`config.mk`:
```
export PLATFORM = sky130hd
export DESIGN_NAME = ipv4_header_accept_and_fragment_track_flat
export DESIGN_NICKNAME = d
export VERILOG_FILES = /design/src/hdl/ipv4hft_pkg.sv /design/src/hdl/ipv4hft_if.sv /design/src/hdl/ipv4_header_accept_and_fragment_track.sv /design/src/flat_wrapper.sv
export VERILOG_INCLUDE_DIRS = /design/src /design/src/hdl
export SDC_FILE = /design/constraint.sdc
export NUM_CORES = 1
export LEC_CHECK = 0
export ABC_AREA = 1
export ABC_CLOCK_PERIOD_IN_PS = 4200
export BUFFER_PORTS_ARGS = -buffer_cell sky130_fd_sc_hd__buf_2
export CAP_MARGIN = 25
export CORE_ASPECT_RATIO = 0.7
export CORE_MARGIN = 10
export CORE_UTILIZATION = 31
export DETAILED_ROUTE_END_ITERATION = 16
export GPL_TIMING_DRIVEN = 0
export SYNTH_ARGS = -nofsm -noshare
export SYNTH_HDL_FRONTEND = slang
export SYNTH_SLANG_ARGS = --single-unit
export TNS_END_PERCENT = 50
```
`constraint.sdc`:
```
create_clock -name clk_i -period 4.2 [get_ports clk_i]
set_input_delay 0.84 -clock clk_i [delete_from_list [all_inputs] [get_ports clk_i]]
set_output_delay 0.84 -clock clk_i [all_outputs]
set_load 0.02 [all_outputs]
```
`src/hdl/ipv4_header_accept_and_fragment_track_macros.svh`:
```
// ---------------------------------------------------------------------------
// IPv4 header tracker assertion macros
// Clocked assertion wrappers, disabled while reset is asserted.
// ---------------------------------------------------------------------------
`ifndef IPV4_HEADER_ACCEPT_AND_FRAGMENT_TRACK_MACROS_SVH
`define IPV4_HEADER_ACCEPT_AND_FRAGMENT_TRACK_MACROS_SVH

// Property checked at every rising edge of clk_i outside reset.
`define IHAFT_ASSERT(lbl, prop, msg) \
  lbl: assert property (@(posedge clk_i) disable iff (!rst_ni) (prop)) else $error(msg);

// Implication checked on the cycle after the antecedent.
`define IHAFT_ASSERT_NEXT(lbl, ante, cons, msg) \
  lbl: assert property (@(posedge clk_i) disable iff (!rst_ni) (ante) |=> (cons)) \
    else $error(msg);

`endif

```
`src/hdl/ipv4hft_pkg.sv`:
```
// ---------------------------------------------------------------------------
// ipv4hft_pkg
// Types, constants and helpers shared by the IPv4 header tracker.
// ---------------------------------------------------------------------------
package ipv4hft_pkg;

  localparam int unsigned HeaderWords = 10;
  localparam int unsigned CountW      = 4;
  localparam int unsigned HeaderBytes = 20;

  localparam logic [3:0]  HeaderWordsC = 4'(HeaderWords);
  localparam logic [3:0]  LastWordC    = 4'(HeaderWords - 1);
  localparam logic [3:0]  DstHiWordC   = 4'(HeaderWords - 2);
  localparam logic [3:0]  TotLenWordC  = 4'd1;
  localparam logic [3:0]  IdentWordC   = 4'd2;
  localparam logic [3:0]  FlagsWordC   = 4'd3;
  localparam logic [3:0]  ProtoWordC   = 4'd4;

  localparam logic [15:0] CsumAllOnes  = 16'hffff;
  localparam logic [15:0] CsumZero     = 16'h0000;
  localparam int unsigned MoreFragBit  = 13;
  localparam logic [31:0] BcastAddr    = 32'hffff_ffff;
  localparam logic [15:0] SecondsMax   = 16'hffff;
  localparam logic [15:0] TimeoutReset = 16'd30;

  // Configuration register indexes
  localparam logic CfgLocalAddr = 1'b0;
  localparam logic CfgTimeout   = 1'b1;

  // Input action codes
  localparam logic ActWord = 1'b0;
  localparam logic ActTick = 1'b1;

  typedef enum logic [2:0] {
    VERDICT_NOT_ADDRESSED = 3'd0,
    VERDICT_CSUM_BAD      = 3'd1,
    VERDICT_TIMEOUT       = 3'd2,
    VERDICT_FRAGMENT      = 3'd3,
    VERDICT_COMPLETE      = 3'd4,
    VERDICT_OUT_OF_SEQ    = 3'd5
  } verdict_e;

  typedef struct packed {
    logic        action;
    logic        start_req;
    logic [15:0] header_word;
  } in_item_t;

  typedef struct packed {
    verdict_e    verdict;
    logic [15:0] payload_length;
    logic [15:0] assembled_length;
    logic [15:0] packet_id;
    logic [7:0]  protocol;
  } out_item_t;

  // Ones'-complement add with end-around carry. The folded result never
  // exceeds 16 bits since the raw sum is at most 0x1fffe.
  function automatic logic [15:0] csum_fold(input logic [15:0] acc, input logic [15:0] w);
    logic [16:0] s;
    logic [16:0] f;
    s = {1'b0, acc} + {1'b0, w};
    f = {1'b0, s[15:0]} + {16'd0, s[16]};
    return f[15:0];
  endfunction

endpackage

```
`src/hdl/ipv4hft_if.sv`:
```
// ---------------------------------------------------------------------------
// ipv4hft channel interfaces
// Valid/ready channels for header words in and verdicts out.
// ---------------------------------------------------------------------------
interface ipv4hft_in_if;
  logic                  valid;
  logic                  ready;
  ipv4hft_pkg::in_item_t data;

  modport source (output valid, output data, input ready);
  modport sink   (input valid, input data, output ready);
endinterface

interface ipv4hft_out_if;
  logic                   valid;
  logic                   ready;
  ipv4hft_pkg::out_item_t data;

  modport source (output valid, output data, input ready);
  modport sink   (input valid, input data, output ready);
endinterface

```
`src/hdl/ipv4_header_accept_and_fragment_track.sv`:
```
// ---------------------------------------------------------------------------
// ipv4_header_accept_and_fragment_track
// IPv4 header checksum/address check with fragment sequence tracking.
// ---------------------------------------------------------------------------
// Usage:
//   hdr_i carries one transfer per header word (action = word) or per
//   one-second tick (action = tick). start_req marks word 0 of a header.
//   After the tenth word of a header one verdict transfer leaves on res_o
//   with payload length, assembled length, identification and protocol.
//   Ticks, extra words and words 0..8 produce no output transfer.
//   Config writes (cfg_we_i/cfg_idx_i/cfg_data_i) are registered and are
//   only to be done while the block is idle.
// Timing:
//   The last word's transfer is held in the input register, where the verdict
//   is computed and loaded into the result register that drives res_o valid.
//   Throughput is one transfer per cycle; the input register stays open while
//   a finished verdict waits on res_o, so only a second verdict behind a
//   stalled one holds the pipe. Ticks and non-final words drain regardless.
// Reset:
//   Asynchronous, active low. Clears valids, word count, checksum, sequence
//   state and the timeout counter; timeout register returns to 30 seconds,
//   local address to zero. No clearing pass is needed.
// ---------------------------------------------------------------------------
`include "ipv4_header_accept_and_fragment_track_macros.svh"

module ipv4_header_accept_and_fragment_track (
  input  logic                clk_i,
  input  logic                rst_ni,
  input  logic                cfg_we_i,
  input  logic                cfg_idx_i,
  input  logic [31:0]         cfg_data_i,
  ipv4hft_in_if.sink          hdr_i,
  ipv4hft_out_if.source       res_o
);

  // Configuration registers
  logic [31:0] local_addr_q;
  logic [15:0] timeout_q;

  // Input register
  logic                  s1_valid_q;
  ipv4hft_pkg::in_item_t s1_item_q;

  // Header capture state
  logic [3:0]  word_cnt_q, word_cnt_d;
  logic [15:0] csum_q, csum_d;
  logic [15:0] dst_hi_q;      // upper half of destination (word 8)
  logic [15:0] ident_q;
  logic        more_frag_q;   // only the MF flag matters
  logic [15:0] tot_len_q;
  logic [7:0]  proto_q;

  // Sequence state
  logic [15:0] exp_ident_q, exp_ident_d;
  logic [15:0] run_len_q, run_len_d;
  logic [15:0] elapsed_q, elapsed_d;
  logic        seen_q, seen_d;

  // Result register
  logic                   out_valid_q;
  ipv4hft_pkg::out_item_t out_item_q;

  // Stage-1 decode
  logic        is_tick;
  logic [3:0]  cnt_eff;
  logic        take_word;
  logic        last_word;
  logic        s1_fire;
  logic [15:0] csum_new;
  logic [31:0] dst_full;
  logic [15:0] payload;
  logic        addressed;
  logic        csum_ok;
  logic        late;
  logic [15:0] run_sum;
  ipv4hft_pkg::out_item_t res_d;

  // ---------------------------------------------------------------------
  // Configuration
  // ---------------------------------------------------------------------
  always_ff @(posedge clk_i or negedge rst_ni) begin
    if (!rst_ni) begin
      local_addr_q <= '0;
      timeout_q    <= ipv4hft_pkg::TimeoutReset;
    end else if (cfg_we_i) begin
      case (cfg_idx_i)
        ipv4hft_pkg::CfgLocalAddr: local_addr_q <= cfg_data_i;
        ipv4hft_pkg::CfgTimeout:   timeout_q    <= cfg_data_i[15:0];
        default: ;
      endcase
    end
  end

  // ---------------------------------------------------------------------
  // Input register: refills whenever it is empty or drains this cycle
  // ---------------------------------------------------------------------
  assign hdr_i.ready = !s1_valid_q || s1_fire;

  always_ff @(posedge clk_i or negedge rst_ni) begin
    if (!rst_ni) begin
      s1_valid_q <= 1'b0;
    end else if (hdr_i.ready) begin
      s1_valid_q <= hdr_i.valid;
    end
  end

  always_ff @(posedge clk_i) begin
    if (hdr_i.valid && hdr_i.ready) begin
      s1_item_q <= hdr_i.data;
    end
  end

  // ---------------------------------------------------------------------
  // Word processing
  // ---------------------------------------------------------------------
  assign is_tick   = (s1_item_q.action == ipv4hft_pkg::ActTick);
  // start flag restarts counting before the word is taken
  assign cnt_eff   = s1_item_q.start_req ? 4'd0 : word_cnt_q;
  assign take_word = !is_tick && (cnt_eff < ipv4hft_pkg::HeaderWordsC);
  assign last_word = take_word && (cnt_eff == ipv4hft_pkg::LastWordC);

  // Only a verdict needs room in the result register
  assign s1_fire = s1_valid_q && (!last_word || !out_valid_q || res_o.ready);

  assign csum_new = ipv4hft_pkg::csum_fold(s1_item_q.start_req ? 16'd0 : csum_q,
                                           s1_item_q.header_word);

  // On the last word the low half of the destination is the word itself
  assign dst_full  = {dst_hi_q, s1_item_q.header_word};
  assign payload   = (tot_len_q >= 16'(ipv4hft_pkg::HeaderBytes))
                     ? tot_len_q - 16'(ipv4hft_pkg::HeaderBytes) : 16'd0;
  assign addressed = (dst_full == local_addr_q) || (dst_full == ipv4hft_pkg::BcastAddr);
  assign csum_ok   = (csum_new == ipv4hft_pkg::CsumAllOnes) ||
                     (csum_new == ipv4hft_pkg::CsumZero);
  assign late      = seen_q && (elapsed_q >= timeout_q);
  assign run_sum   = run_len_q + payload;

  // Verdict and sequence update
  always_comb begin
    res_d.payload_length   = payload;
    res_d.packet_id        = ident_q;
    res_d.protocol         = proto_q;
    res_d.assembled_length = run_len_q;
    res_d.verdict          = ipv4hft_pkg::VERDICT_NOT_ADDRESSED;
    exp_ident_d            = exp_ident_q;
    run_len_d              = run_len_q;
    seen_d                 = seen_q;
    elapsed_d              = elapsed_q;

    if (is_tick) begin
      if (elapsed_q != ipv4hft_pkg::SecondsMax) begin
        elapsed_d = elapsed_q + 16'd1;
      end
    end else if (last_word) begin
      if (!addressed) begin
        res_d.verdict = ipv4hft_pkg::VERDICT_NOT_ADDRESSED;
      end else if (!csum_ok) begin
        res_d.verdict = ipv4hft_pkg::VERDICT_CSUM_BAD;
      end else begin
        seen_d    = 1'b1;
        elapsed_d = 16'd0;
        if (late) begin
          res_d.verdict = ipv4hft_pkg::VERDICT_TIMEOUT;
        end else if (ident_q == exp_ident_q) begin
          res_d.assembled_length = run_sum;
          if (more_frag_q) begin
            res_d.verdict = ipv4hft_pkg::VERDICT_FRAGMENT;
            run_len_d     = run_sum;
          end else begin
            res_d.verdict = ipv4hft_pkg::VERDICT_COMPLETE;
            run_len_d     = 16'd0;
            exp_ident_d   = exp_ident_q + 16'd1;
          end
        end else begin
          // same cleanup as a completed packet
          res_d.verdict          = ipv4hft_pkg::VERDICT_OUT_OF_SEQ;
          res_d.assembled_length = 16'd0;
          run_len_d              = 16'd0;
          exp_ident_d            = exp_ident_q + 16'd1;
        end
      end
    end
  end

  // Word counter and checksum: a start flag restarts both, and its word is always taken
  always_comb begin
    word_cnt_d = word_cnt_q;
    csum_d     = csum_q;
    if (!is_tick) begin
      if (s1_item_q.start_req) begin
        word_cnt_d = 4'd0;
        csum_d     = 16'd0;
      end
      if (take_word) begin
        word_cnt_d = cnt_eff + 4'd1;
        csum_d     = csum_new;
      end
    end
  end

  always_ff @(posedge clk_i or negedge rst_ni) begin
    if (!rst_ni) begin
      word_cnt_q  <= '0;
      csum_q      <= '0;
      dst_hi_q    <= '0;
      ident_q     <= '0;
      more_frag_q <= 1'b0;
      tot_len_q   <= '0;
      proto_q     <= '0;
      exp_ident_q <= '0;
      run_len_q   <= '0;
      elapsed_q   <= '0;
      seen_q      <= 1'b0;
    end else if (s1_fire) begin
      word_cnt_q  <= word_cnt_d;
      csum_q      <= csum_d;
      exp_ident_q <= exp_ident_d;
      run_len_q   <= run_len_d;
      elapsed_q   <= elapsed_d;
      seen_q      <= seen_d;
      if (take_word) begin
        case (cnt_eff)
          ipv4hft_pkg::TotLenWordC: tot_len_q   <= s1_item_q.header_word;
          ipv4hft_pkg::IdentWordC:  ident_q     <= s1_item_q.header_word;
          ipv4hft_pkg::FlagsWordC:  more_frag_q <=
                                      s1_item_q.header_word[ipv4hft_pkg::MoreFragBit];
          ipv4hft_pkg::ProtoWordC:  proto_q     <= s1_item_q.header_word[7:0];
          ipv4hft_pkg::DstHiWordC:  dst_hi_q    <= s1_item_q.header_word;
          default: ;
        endcase
      end
    end
  end

  // ---------------------------------------------------------------------
  // Result register
  // ---------------------------------------------------------------------
  always_ff @(posedge clk_i or negedge rst_ni) begin
    if (!rst_ni) begin
      out_valid_q <= 1'b0;
    end else if (s1_fire && last_word) begin
      out_valid_q <= 1'b1;
    end else if (res_o.ready) begin
      out_valid_q <= 1'b0;
    end
  end

  always_ff @(posedge clk_i) begin
    if (s1_fire && last_word) begin
      out_item_q <= res_d;
    end
  end

  assign res_o.valid = out_valid_q;
  assign res_o.data  = out_item_q;

  // ---------------------------------------------------------------------
  // Assertions
  // ---------------------------------------------------------------------
  `IHAFT_ASSERT(a_cnt_range, word_cnt_q <= ipv4hft_pkg::HeaderWordsC,
                "word count beyond header length")
  `IHAFT_ASSERT(a_no_overwrite, !(out_valid_q && !res_o.ready && s1_fire && last_word),
                "verdict loaded over a stalled verdict")
  `IHAFT_ASSERT_NEXT(a_seq_clear,
                     s1_fire && last_word &&
                     (res_d.verdict == ipv4hft_pkg::VERDICT_COMPLETE ||
                      res_d.verdict == ipv4hft_pkg::VERDICT_OUT_OF_SEQ),
                     run_len_q == 16'd0 && exp_ident_q == $past(exp_ident_q) + 16'd1,
                     "sequence state not reset after packet end")
  `IHAFT_ASSERT_NEXT(a_frag_len,
                     s1_fire && last_word && res_d.verdict == ipv4hft_pkg::VERDICT_FRAGMENT,
                     run_len_q == out_item_q.assembled_length && elapsed_q == 16'd0,
                     "fragment length not carried into running length")

endmodule
```
`src/flat_wrapper.sv`:
```
// flat-port wrapper written by rule: the top's interface ports become plain ports
module ipv4_header_accept_and_fragment_track_flat 
  (clk_i, rst_ni, cfg_we_i, cfg_idx_i, cfg_data_i, hdr_i_valid, hdr_i_data, hdr_i_ready, res_o_valid, res_o_data, res_o_ready);
  ipv4hft_in_if hdr_i_i ();
  ipv4hft_out_if res_o_i ();
  input  logic clk_i;
  input  logic rst_ni;
  input  logic cfg_we_i;
  input  logic cfg_idx_i;
  input  logic [31:0] cfg_data_i;
  input wire logic [$bits(hdr_i_i.valid)-1:0] hdr_i_valid;
  input wire logic [$bits(hdr_i_i.data)-1:0] hdr_i_data;
  output wire logic [$bits(hdr_i_i.ready)-1:0] hdr_i_ready;
  output wire logic [$bits(res_o_i.valid)-1:0] res_o_valid;
  output wire logic [$bits(res_o_i.data)-1:0] res_o_data;
  input wire logic [$bits(res_o_i.ready)-1:0] res_o_ready;
  assign hdr_i_i.valid = hdr_i_valid;
  assign hdr_i_i.data = hdr_i_data;
  assign hdr_i_ready = hdr_i_i.ready;
  assign res_o_valid = res_o_i.valid;
  assign res_o_data = res_o_i.data;
  assign res_o_i.ready = res_o_ready;
  ipv4_header_accept_and_fragment_track u_core (.clk_i(clk_i), .rst_ni(rst_ni), .cfg_we_i(cfg_we_i), .cfg_idx_i(cfg_idx_i), .cfg_data_i(cfg_data_i), .hdr_i(hdr_i_i), .res_o(res_o_i));
endmodule
```
[Word level (Yosys, flattened, before mapping)]
Index checks and enable logic that the tools add are counted.
Cells by class
  $add $sub $neg: 7
  $lt $le $gt $ge: 3
  eq/ne operators: 13
  multiplexer cells: 26
  bitwise operators: 6
  reductions and logical operators: 35
Operators with widths (number)
  2-to-1 mux 16 bit: 18
  adder 16 x 1 -> 16 bit (second input constant): 2
  equality test 32 bit: 1
  equality test 32 bit (second input constant): 1
  adder 16 x 16 -> 17 bit: 1
  adder 16 x 1 -> 16 bit: 1
  adder 16 bit: 1
  equality test 16 bit: 1
  equality test 16 bit (second input constant): 1
  >= comparator 16 bit: 1
  >= comparator 16 x 5 -> 1 bit (second input constant): 1
  logical NOT 16 bit: 1
  inequality test 16 bit (second input constant): 1
  subtractor 16 x 5 -> 16 bit (second input constant): 1
  AND reduction 3 bit: 5
  AND reduction 5 bit: 2
  equality test 4 x 2 -> 1 bit (second input constant): 2
  equality test 4 bit (second input constant): 2
  2-to-1 mux 4 bit: 2
  nonzero test 2 bit: 4
  AND reduction 7 bit: 1
  logical AND 1 bit: 6
  2-to-1 mux 3 bit: 2
  inverter 1 bit: 6
  14 further kinds: 26
Storage, ports and cells
  register bits: 253
  input bits: 56
  word-level logic and storage cells: 115

[Logic depth before layout (Yosys ltp)]
  depth after elaboration: 10
  gate-level depth with buffers: 34

[Worst setup path before layout]
No wires, ideal clock.
  path kind: reg2reg
  start: register u_core.s1_item_q[16] (netlist name)
  end: register u_core.out_item_q (netlist bit u_core.res_o.data[38]), data pin
  data arrival time: 3.970 ns
  required time: 3.947 ns
  slack: -0.023 ns
  stages on the path, launching flop included: 32
  buffers on the path: 3
  period minus slack after synthesis: 4.223 ns
  cell sequence: edfxtp_1 clkbuf_1 buf_1 nor2_1 ha_1 nand2_1 nor2_1 and2_1 nand2_1 nand2_1 a21oi_1 o21bai_1 ha_1 ha_1 inv_1 nor2_1 nand3_1 nor2_1 nand2_2 nor2_2 nand3_1 nand2_1 nand2_1 nor2_1 nand2_1 nor2_1 nand2_1 nand2_4 nand3_1 buf_2 o21ai_1 inv_1
RTL lines
  start, declared: line ipv4_header_accept_and_fragment_track.sv:42  | ipv4hft_pkg::in_item_t s1_item_q;
  start signal, assigned: line ipv4_header_accept_and_fragment_track.sv:109  | s1_item_q <= hdr_i.data;
  end signal, assigned: line ipv4_header_accept_and_fragment_track.sv:250  | out_item_q <= res_d;
  end, declared: line ipv4_header_accept_and_fragment_track.sv:61  | ipv4hft_pkg::out_item_t out_item_q;

[Worst setup path after layout]
  start: register u_core.s1_item_q[16] (netlist name)
  end: register u_core.exp_ident_q[13]
Between the ends
  longest elaborated chain between the ends: 9
  elaborated cells on any way between the ends: 16
  classes of those cells: add/sub (2); order compare (1); eq/ne (2); mux (2); reduce/logical (9)
Ends and longest elaborated chain
  parallel branches: the longest is 8 deep, another holds adder 16 x 16 -> 17 bit
  AND reduction 7 bit (no line) (*)
  end signal, assigned: line ipv4_header_accept_and_fragment_track.sv:217  | exp_ident_q <= exp_ident_d;
  end, declared: line ipv4_header_accept_and_fragment_track.sv:54  | logic [15:0] exp_ident_q, exp_ident_d;
Mark *: on every way between the ends.
A chain may end at the register's enable or synchronous reset.

==> qor.txt <==
# diodes: 0
Period utilisation layout: 1.04
Pwr Density: 498 nW/um^2
Core footprint: 44900 um^2
Count of maximum capacitance violations: 0
Synthesized cell area: 14000 um^2
Root buffer selected by CTS: sky130_fd_sc_hd__clkbuf_16
Mapped Nets: 1836
Final WS setup: -0.188 ns
Nature of the critical path startpoint: flip-flop
Proportion of layout cells with a drive suffix above 1: 0.217
Failing checks: negative setup slack
Stage delay of the slowest cell on the critical path: 0.40 ns
Routability cong.: 0.922
Synthesized area per cell: 8.16 um^2
Ys async rst share: 0.696
Site Rows: 65
Worst endpoint data arrival time: 4.88 ns
Status: complete, but fails checks
WS Path Type: flip-flop to flip-flop
Layout fillers: 4539
Biggest area contributors in the synthesized netlist: sky130_fd_sc_hd__dfrtp_1 31%, sky130_fd_sc_hd__edfxtp_1 16%, sky130_fd_sc_hd__nand2_1 13%
Die height: 198 um
Maximum operating frequency: 228 MHz
Peak VDD IR: 0.335 mV
Area Growth Syn to Fin: 25.9%
Overflow left after global routing: 0
Final Skew: 0.0169 ns
Total routing resource utilization after global routing: 0.158
Util after Layout: 0.394
Cell variety after synth: 49
Slowest cell on the critical path: sky130_fd_sc_hd__edfxtp_1
Yosys top cell area share: 0.306
Starting density of the core: 0.313
Design Area, Final: 17700 um^2
Final #Nets: 2052
Die Wd: 274 um
Slew Limit Fails: 0
Total length of routed wires: 43.5 mm
Die Outline Area: 54400 um^2
Gate count after technology mapping: 1721
Via density per instance: 4.87
Final total power: 8.81 mW
Count of final setup violators: 59
Number of CTS-inserted buffers: 26
Top Ports: 117
Total of buffers placed on input and output ports: 116
Antenna Violating Nets Remaining: 0
Clock tree from TritonCTS: yes
Top FF cell, synth: sky130_fd_sc_hd__dfrtp_1
Via count of the first global-routing pass: 12032
CTS max path bufs: 3
Clk sink count: 253
Maximum number of pins on one net before global-route repair: 90
Drc violations: 0
Kind of end point of the critical path: flip-flop
Total count of hold-check failures in the final report: 0
Worst-skew pair later-pin latency: 0.57 ns
Sum Neg Setup Slack: -7.82 ns
Drt wl/cell: 17.0 um
Transition time of the tightest slew-check pin: 1.01 ns
First-pass GRT wire length: 67.7 mm
Antenna violations before repair: 0
DR vias: 12473
Leakage power figure: 8.23 nW
Number of enable-type register cells in the synthesized netlist: 77
Hold_buf cts: 0
Final period demand of the worst path: 4.39 ns
FF+latch count, synth: 253
RSZ-0062 raised after global routing: true
Clock transition at the register clock pins on the worst setup and hold paths after CTS: 0.06 ns
Maximum fanout along the worst path: 8
Worst Hold Margin: 0.271 ns
Share of the yosys chip area belonging to registers: 0.478
Iteration count of the initial detailed-routing pass: 5
Initial drt markers: 1237
Cell Area, Placed: 15400 um^2
Max FFs per register: 59
Path type of the worst min-delay path: primary input to async pin
Worst slew slack as a fraction of its limit: 0.320
Top cell type by total area after synthesis: sky130_fd_sc_hd__dfrtp_1
Dominant cell type by count on the critical path: sky130_fd_sc_hd__nand2_2
Required time reported for the critical path endpoint: 4.69 ns
Sum of net half-perimeters after detailed placement: 32.4 mm
Count of synthesis-stage warnings from yosys: 0
H-Tree Level Count: 1
==> layout make-up <==
class,count,area (um^2),area share
Buffer,38,226,0.0128
Clock buffer,33,717,0.0405
Clock inverter,15,201,0.0114
Inverter,208,783,0.0443
Multi-Input combinational cell,1221,7040,0.398
Sequential cell,253,6720,0.380
Tap cell,603,754,0.0427
Timing Repair Buffer,189,1240,0.0703
==> cells in the final DEF, fill, tap and decap left out, types with 10 or more instances in the layout <==
cell type,netlist,routed
sky130_fd_sc_hd__inv_1,199,193
sky130_fd_sc_hd__xor2_1,28,26
sky130_fd_sc_hd__nor3_1,30,30
sky130_fd_sc_hd__nor4_1,11,11
sky130_fd_sc_hd__nor2_4,3,25
sky130_fd_sc_hd__buf_4,0,60
sky130_fd_sc_hd__a21oi_1,73,69
sky130_fd_sc_hd__o21ai_2,0,12
sky130_fd_sc_hd__nor2_1,157,130
sky130_fd_sc_hd__nor2_2,5,10
sky130_fd_sc_hd__buf_2,9,118
sky130_fd_sc_hd__dfrtp_1,172,172
sky130_fd_sc_hd__buf_6,3,14
sky130_fd_sc_hd__clkbuf_1,23,25
sky130_fd_sc_hd__xnor2_1,48,48
sky130_fd_sc_hd__o21ai_0,109,105
sky130_fd_sc_hd__nand4_1,33,33
sky130_fd_sc_hd__ha_1,57,43
sky130_fd_sc_hd__edfxtp_1,77,77
sky130_fd_sc_hd__nand2_2,7,51
sky130_fd_sc_hd__ha_4,0,12
sky130_fd_sc_hd__nand3_1,98,91
sky130_fd_sc_hd__clkbuf_16,0,26
sky130_fd_sc_hd__inv_2,8,13
sky130_fd_sc_hd__nand2_1,489,440
sky130_fd_sc_hd__mux2_2,14,14
==> worst max-delay path: cells and delay by family, from the launching register on <==
family / cells / cell delay [ns]
AOI/OAI and AO/OA: 2 / 0.22
adders and majority gates: 3 / 0.67
buffers and inverters: 5 / 0.64
DFF: 1 / 0.40
and+or+nand+nor: 24 / 2.36
==> metrics by stage <==
stage | setup slack [ns] | std cells
final | -0.188 | 2560
after global routing | -0.392 | 2560
after CTS | -0.0236 | 2550
after detailed placement | -1.31 | 2442
after global placement | -1.24 | 2440
after floorplan | 0.0694 | 1721
==> routing by layer <==
| metal | vias to the layer above | wire, um | global-route usage | part of all wire |
|---|---|---|---|---|
| met4 | 0 | 871 | 0.0305 | 0.020 |
| met1 | 5954 | 20600 | 0.232 | 0.47 |
| met5 | - | 0 | 0 | 0 |
| met3 | 63 | 3990 | 0.0388 | 0.092 |
| met2 | 413 | 18000 | 0.229 | 0.41 |
| li1 | 6043 | - | - | - |
==> cells in the mapped netlist, types with 4 or more instances <==
cell and number:
sky130_fd_sc_hd__a21oi_1 73, sky130_fd_sc_hd__buf_1 4, sky130_fd_sc_hd__buf_2 9, sky130_fd_sc_hd__clkbuf_1 23
sky130_fd_sc_hd__dfrtp_1 172, sky130_fd_sc_hd__dfstp_2 4, sky130_fd_sc_hd__edfxtp_1 77, sky130_fd_sc_hd__ha_1 57
sky130_fd_sc_hd__inv_1 199, sky130_fd_sc_hd__inv_2 8, sky130_fd_sc_hd__mux2_2 14, sky130_fd_sc_hd__nand2_1 489
sky130_fd_sc_hd__nand2_2 7, sky130_fd_sc_hd__nand3_1 98, sky130_fd_sc_hd__nand3_2 4, sky130_fd_sc_hd__nand4_1 33
sky130_fd_sc_hd__nor2_1 157, sky130_fd_sc_hd__nor2_2 5, sky130_fd_sc_hd__nor3_1 30, sky130_fd_sc_hd__nor4_1 11
sky130_fd_sc_hd__o211ai_1 6, sky130_fd_sc_hd__o21ai_0 109, sky130_fd_sc_hd__o21ai_1 13, sky130_fd_sc_hd__xnor2_1 48
sky130_fd_sc_hd__xor2_1 28
==> power breakdown <==
group          switching [mW]  total, mW  leakage, nW  internal [mW]
sequential              0.385       3.35         2.95           2.97
clock                    1.05       2.52        0.452           1.46
combinational            1.83       2.94         4.83           1.11
total                    3.26       8.81         8.23           5.54
==> repair_timing <==
item                                   CTS  global route
setup endpoints to repair               77            68
gates resized for setup                129            75
endpoints found under the hold margin    0             0
cloned                                   3             1
pin swaps                               38            52
setup buffers                           58             9
==> kinds of logic after synthesis <==
kind of cell             synth area share
AO/OA/AOI/OAI                      0.0817
XOR/XNOR                           0.0474
flip-flops                          0.478
adder cells (fa/ha/maj)            0.0536
buffers and inverters              0.0684
multiplexers                       0.0112
AND/OR/NAND/NOR                     0.259
==> final timing paths <==
check / from / endpoint / slack, ns / depth (start not counted)
min: rst_ni / u_core.exp_ident_q[8] / 0.27 / 1
max reg2reg: u_core.s1_item_q[16] / u_core.exp_ident_q[13] / -0.19 / 34
max in group asynchronous: rst_ni / u_core.run_len_q[3] / 3.04 / 2
min reg2reg: u_core.proto_q[5] / u_core.res_o.data[5] / 0.47 / 0
max: u_core.s1_item_q[16] / u_core.exp_ident_q[13] / -0.19 / 34
min in group clk_i: hdr_i_data[13] / u_core.dst_full[13] / 0.44 / 1
(Power assumes the default switching activity.)
